===== src/pbw_pkg.sv =====
package pbw_pkg;

	localparam int unsigned COORD_W   = 32;
	localparam int unsigned LEN_W     = 31;
	localparam int unsigned DIST_W    = 50;
	localparam int unsigned NUM_CELLS = COORD_W;
	localparam int unsigned FRAC_BITS_DEF = 16;

	localparam logic [LEN_W-1:0]  LEN_RESET  = 31'd655360;
	localparam logic [2:0]        MASK_RESET = 3'b111;
	localparam logic [DIST_W-1:0] DIST_MAX   = {DIST_W{1'b1}};

	typedef enum logic [1:0] {
		REG_LEN_X = 2'd0,
		REG_LEN_Y = 2'd1,
		REG_LEN_Z = 2'd2,
		REG_MASK  = 2'd3
	} reg_idx_t;

	typedef enum logic {
		OP_WRAP = 1'b0,
		OP_DIST = 1'b1
	} op_t;

	typedef logic [2:0][LEN_W-1:0] len_vec_t;

	typedef struct packed {
		op_t                         op;
		logic [2:0][COORD_W-1:0]     a;
		logic [2:0][COORD_W-1:0]     mag;
		logic [2:0][LEN_W-1:0]       rem;
		logic [DIST_W-1:0]           dsq;
	} chain_t;

endpackage


===== src/pbw_cell.sv =====
module pbw_cell #(
	parameter int unsigned BIT = 0
) (
	input  logic              clk,
	input  logic              arst_n,
	input  logic              en,
	input  logic              valid_i,
	input  pbw_pkg::chain_t   d_i,
	input  pbw_pkg::len_vec_t len,
	output logic              valid_o,
	output pbw_pkg::chain_t   d_o
);

	pbw_pkg::chain_t          nxt;
	logic [pbw_pkg::LEN_W:0]  t [3];

	// one restoring remainder step per axis
	always_comb begin
		nxt = d_i;
		for (int i = 0; i < 3; i++) begin
			t[i] = {d_i.rem[i], d_i.mag[i][BIT]};
			if (t[i] >= {1'b0, len[i]}) begin
				t[i] = t[i] - {1'b0, len[i]};
			end
			nxt.rem[i] = t[i][pbw_pkg::LEN_W-1:0];
		end
	end

	always_ff @(posedge clk or negedge arst_n) begin
		if (!arst_n) begin
			valid_o <= 1'b0;
		end else if (en) begin
			valid_o <= valid_i;
		end
	end

	always_ff @(posedge clk) begin
		if (en) begin
			d_o <= nxt;
		end
	end

endmodule


===== config.mk =====
export PLATFORM = sky130hd
export DESIGN_NAME = pbw_cell
export DESIGN_NICKNAME = d
export VERILOG_FILES = /design/src/pbw_pkg.sv /design/src/pbw_cell.sv
export SDC_FILE = /design/constraint.sdc
export NUM_CORES = 1
export LEC_CHECK = 0
export ABC_AREA = 1
export CAP_MARGIN = 20
export CORE_AREA = 2 2 297 299
export CTS_CLUSTER_DIAMETER = 30
export DETAILED_ROUTE_END_ITERATION = 16
export DIE_AREA = 0 0 299 301
export DONT_BUFFER_PORTS = 1
export HOLD_SLACK_MARGIN = 0.1
export REMOVE_ABC_BUFFERS = 1
export SLEW_MARGIN = 20
export SYNTH_ARGS = -nofsm -noshare
export SYNTH_HDL_FRONTEND = slang
export SYNTH_SLANG_ARGS = --single-unit

===== constraint.sdc =====
create_clock -name clk -period 1.78 [get_ports clk]
set_input_delay 0.089 -clock clk [delete_from_list [all_inputs] [get_ports clk]]
set_output_delay 0.089 -clock clk [all_outputs]
set_load 0.1 [all_outputs]

==> results by stage <==
Finish:
- With fillers left out, the area of the finished cells amounts to 0.0332 sq mm.
- The final net count is 3977.
- In the final layout, the share of cells above drive strength 1 is 22.9%.
- Fill cells in the final layout number 8422.
- The area growth from synthesis to final layout is 76.7%.
- The filler-free cell count of the finished design is 4691.
- Once layout is complete, the utilization of the core stands at 38.4%.

Run status:
- The run finished, with violations left.
- The checks that failed: hold timing, slew limit, setup timing.

Place:
- The global placement routability congestion is 0.971.
- The worst slack at placement is -0.329 ns.
- Summing all placed instances gives a cell area of 0.0247 sq mm.
- Once detailed placement completed, the half-perimeter wirelength came to 66.4 mm.
- Port buffering added 0 buffers.
- The number of instances in the placed design is 3978.

Timing:
- The final-report max-slew violation count came to 168.
- The worst clock skew on the final layout is 0 ns.
- The worst slew margin relative to its limit is -33.0%.
- Setup slack on the critical path of the routed design comes to -0.108 ns.
- The number of failing hold endpoints at the final stage came to 66.
- Setup total negative slack on the finished layout was measured at -0.108 ns.
- The tightest hold path in the finished design has a slack of -0.440 ns.
- In the finished design, the share of the clock period the worst path needs comes to 106%.
- The count of endpoints failing setup in the final report is 1.
- The maximum clock rate is 530 MHz.
- The shortest clock period the worst path allows after layout is 1.89 ns.
- At the pin with the least slew margin, the transition time is 1.99 ns.

Synthesis:
- edfxtp_1 takes more of the synthesized area than any other cell.
- By area, the combinational part of the netlist is dominated by simple AND/OR/NAND/NOR gates.
- By area the synthesized netlist is led by edfxtp_1, nand2_1, inv_1, ha_1, nand3_1.
- Of the total synthesized cell area, the portion taken by AND, OR, NAND and NOR gates is 25.7%.
- The cell area after synthesis is 0.0188 sq mm.
- The unique cell type count in the Yosys netlist is 25.
- Of the post-synthesis cell area, the dominant cell type holds 53.6%.
- The mean instance size in the synthesized netlist is 8.45 sq um.
- Summing the areas of all compound-gate instances in the mapped netlist gives 1.95% of the synthesized area.
- Synthesis produced a netlist whose cell count is 2228.
- Of the post-synthesis cell area, the part taken by muxes is 0.0598%.
- The synthesized-area fraction occupied by adder cells is 6.50%.
- Of the total synthesized cell area, the portion taken by XOR and XNOR cells is 1.95%.
- The Yosys warning count is 0.
- The portion of the post-synthesis area used by sequential elements is 53.7%.
- The synthesized design contains 337 register bits.

Clock network:
- CTS saw 337 sinks.
- The source-to-sink clock delay at the later pin of the worst-skew pair is 0.60 ns.
- The buffer cell driving the clock tree root is clkbuf_16.
- The maximum clock path buffer count is 3.
- Clock-pin slew was measured on the worst setup and hold paths at 0.04 ns.
- The number of clock buffers added by TritonCTS is 81.
- The H-tree depth reported by CTS is 3.
- The CTS tree is built.

Die:
- In this run the count of I/O pins placed on the die edge is 770.
- Measured along the y axis, the die boundary spans 301 um.
- In this run the core area contains 108 standard-cell rows.
- The horizontal extent of the die is 299 um.
- The die covers 0.0900 sq mm.
- For this configuration, the core starts out at a cell density of 21.8%.
- The core footprint is 0.0865 sq mm.

Detailed routing:
- The detailed router placed 19.8k vias in this run.
- In this run the remaining antenna-violating nets after routing total 0.
- After detailed routing, the average wire length per cell comes to 19.3 um.
- In this run, the number of DRC markers left after iteration 0 of detailed routing was 1493.
- The first-pass detailed-route iteration total is 7.
- The detailed-route vias per instance is 4.22.
- The total wirelength of the detailed-routed design is 90.6 mm.
- For this run, design rule violations remaining after detail routing come to 0.

Hold path:
- The class of the most critical hold timing path is in -> reg.
- The critical hold path startpoint is d_i[143].
- For hold timing, the worst endpoint is d_o[143].
- Counting instances, the worst hold path has a depth of 0.

Global route:
- The number of antenna violations at the first check in global routing was 25.
- The overall track demand over capacity in global routing is 18.9%.
- The remaining global-route overflow is 0.
- The first global-routing pass estimated 125 mm of wire.
- Entering global routing, the biggest net connects 338 pins.
- The via count of the first global-routing pass is 19.3k.

Critical path:
- The critical path goes through mux2_2 > dlygate4sd3_1.
- STA classifies the critical path endpoint as a register.
- The terminus of the critical flop-to-flop path is valid_o.
- Counting buffers and inverters, the worst setup path is 2 cells deep.
- Counting both buffers and inverters, the worst setup path holds a total of 1.
- The cell count of the worst reg-to-reg path is 2.
- The data arrival time of the worst path is 2.37 ns.
- Of all nets on the critical path, the largest fanout is 337.
- The maximum cell stage delay along the critical path is 0.81 ns.
- The data required time of the critical path is 2.26 ns.
- STA classifies the critical path startpoint as a primary input.
- The startpoint of the worst register-to-register path is valid_o.
- Broken down by cell family, the worst path's largest delay share belongs to multiplexers.
- The cell at the slowest stage of the critical path is mux2_2.
- The class of the most critical setup path is in -> reg.
- The worst setup slack for register-to-register paths is 0.45 ns.

Power:
- Summed over all cells, the static leakage comes to 16.3 nW.
- Power spread over the standard cell area amounts to 1130 mW/mm^2.
- Across the VDD grid, the largest voltage drop is 0.917 mV.
- The design draws 37.6 mW.

Run:
- The number of maximum-capacitance constraint violations is 0.
-- synthesized netlist by cell type --
library cell / count
nand2_1: 871
inv_1: 464
edfxtp_1: 336
nand3_1: 133
nor2_1: 118
ha_1: 93
a21oi_1: 51
xor2_1: 42
nand4_1: 18
buf_2: 12
nor3_1: 11
nand2_2: 10
o21ai_0: 9
o21bai_1: 9
nand3b_1: 8
inv_2: 7
and2_1: 6
buf_6: 6
nor2_2: 6
or2_2: 6
and3_1: 4
fa_1: 3
nor2_4: 3
dfrtp_1: 1
mux2_2: 1
-- metal layers --
metal / part of all wire, % / routed length, um / global-route usage [%]
met5: 0.088 / 80 / 0
met1: 42 / 38300 / 23.6
met2: 45 / 41100 / 29.8
met4: 3.8 / 3440 / 8.74
met3: 8.5 / 7680 / 5.87
-- final cells by class --
cell class / count / area (sq um) / area share [%]
diodes: 22 / 55.1 / 0.166
clock buffers: 90 / 2080 / 6.26
clock inverters: 59 / 742 / 2.23
inverters: 471 / 1790 / 5.38
multi-input cells: 1402 / 6920 / 20.8
flip-flops and latches: 337 / 10100 / 30.4
well taps: 1155 / 1450 / 4.35
repair buffers: 1154 / 10100 / 30.4
repair inverters: 1 / 8.76 / 0.0263
-- placed cells by master (no fill, tap or decap), types with 4 or more instances in the layout --
master	count
a21oi_1	49
and2_1	6
and3_1	4
buf_4	610
buf_6	4
bufinv_16	11
clkbuf_1	8
clkbuf_16	84
clkinv_1	12
clkinv_16	4
clkinv_2	13
clkinv_4	4
clkinvlp_4	6
diode_2	22
dlygate4sd3_1	534
edfxtp_1	336
ha_1	89
inv_1	463
inv_2	5
inv_6	9
nand2_1	867
nand2_2	13
nand3_1	130
nand3b_1	8
nand4_1	18
nor2_1	111
nor2_2	13
nor3_1	8
o21ai_0	7
o21bai_1	9
or2_2	6
xor2_1	42
-- cell families (layout without fill, tap and decap cells) --
logic type | count (synthesis) | count (layout)
buf+inv | 489 | 1775
flops | 337 | 337
xor+xnor | 42 | 42
other cells | 0 | 22
fa+ha+maj | 96 | 96
compound gates | 69 | 69
mux | 1 | 1
simple gates | 1194 | 1194
-- how the worst max path moves through the flow --
stage,start,to
floorplan,d_i[207],d_o[139]
CTS,d_i[108],d_o[100]
finish,en,valid_o
global placement,d_i[207],d_o[121]
detailed placement,d_i[207],d_o[117]
global route,d_i[108],d_o[110]
-- flip-flops by register name, summed over array words and instances (netlist names) --
name,cells
d_o,336
valid_o,1
-- timing repair --
action                                  in CTS  in global routing
setup buffers                                0                  4
hold buffers                               504                 32
gates resized for setup                      0                 48
endpoints found under the setup margin       0                 93
endpoints found under the hold margin      674                407
-- report_power, final --
group          switching, mW  internal [mW]
logic                   8.66           3.42
clock network           5.17           10.1
registers              0.473           9.75
Note: power is estimated with default switching activity, not from simulation.
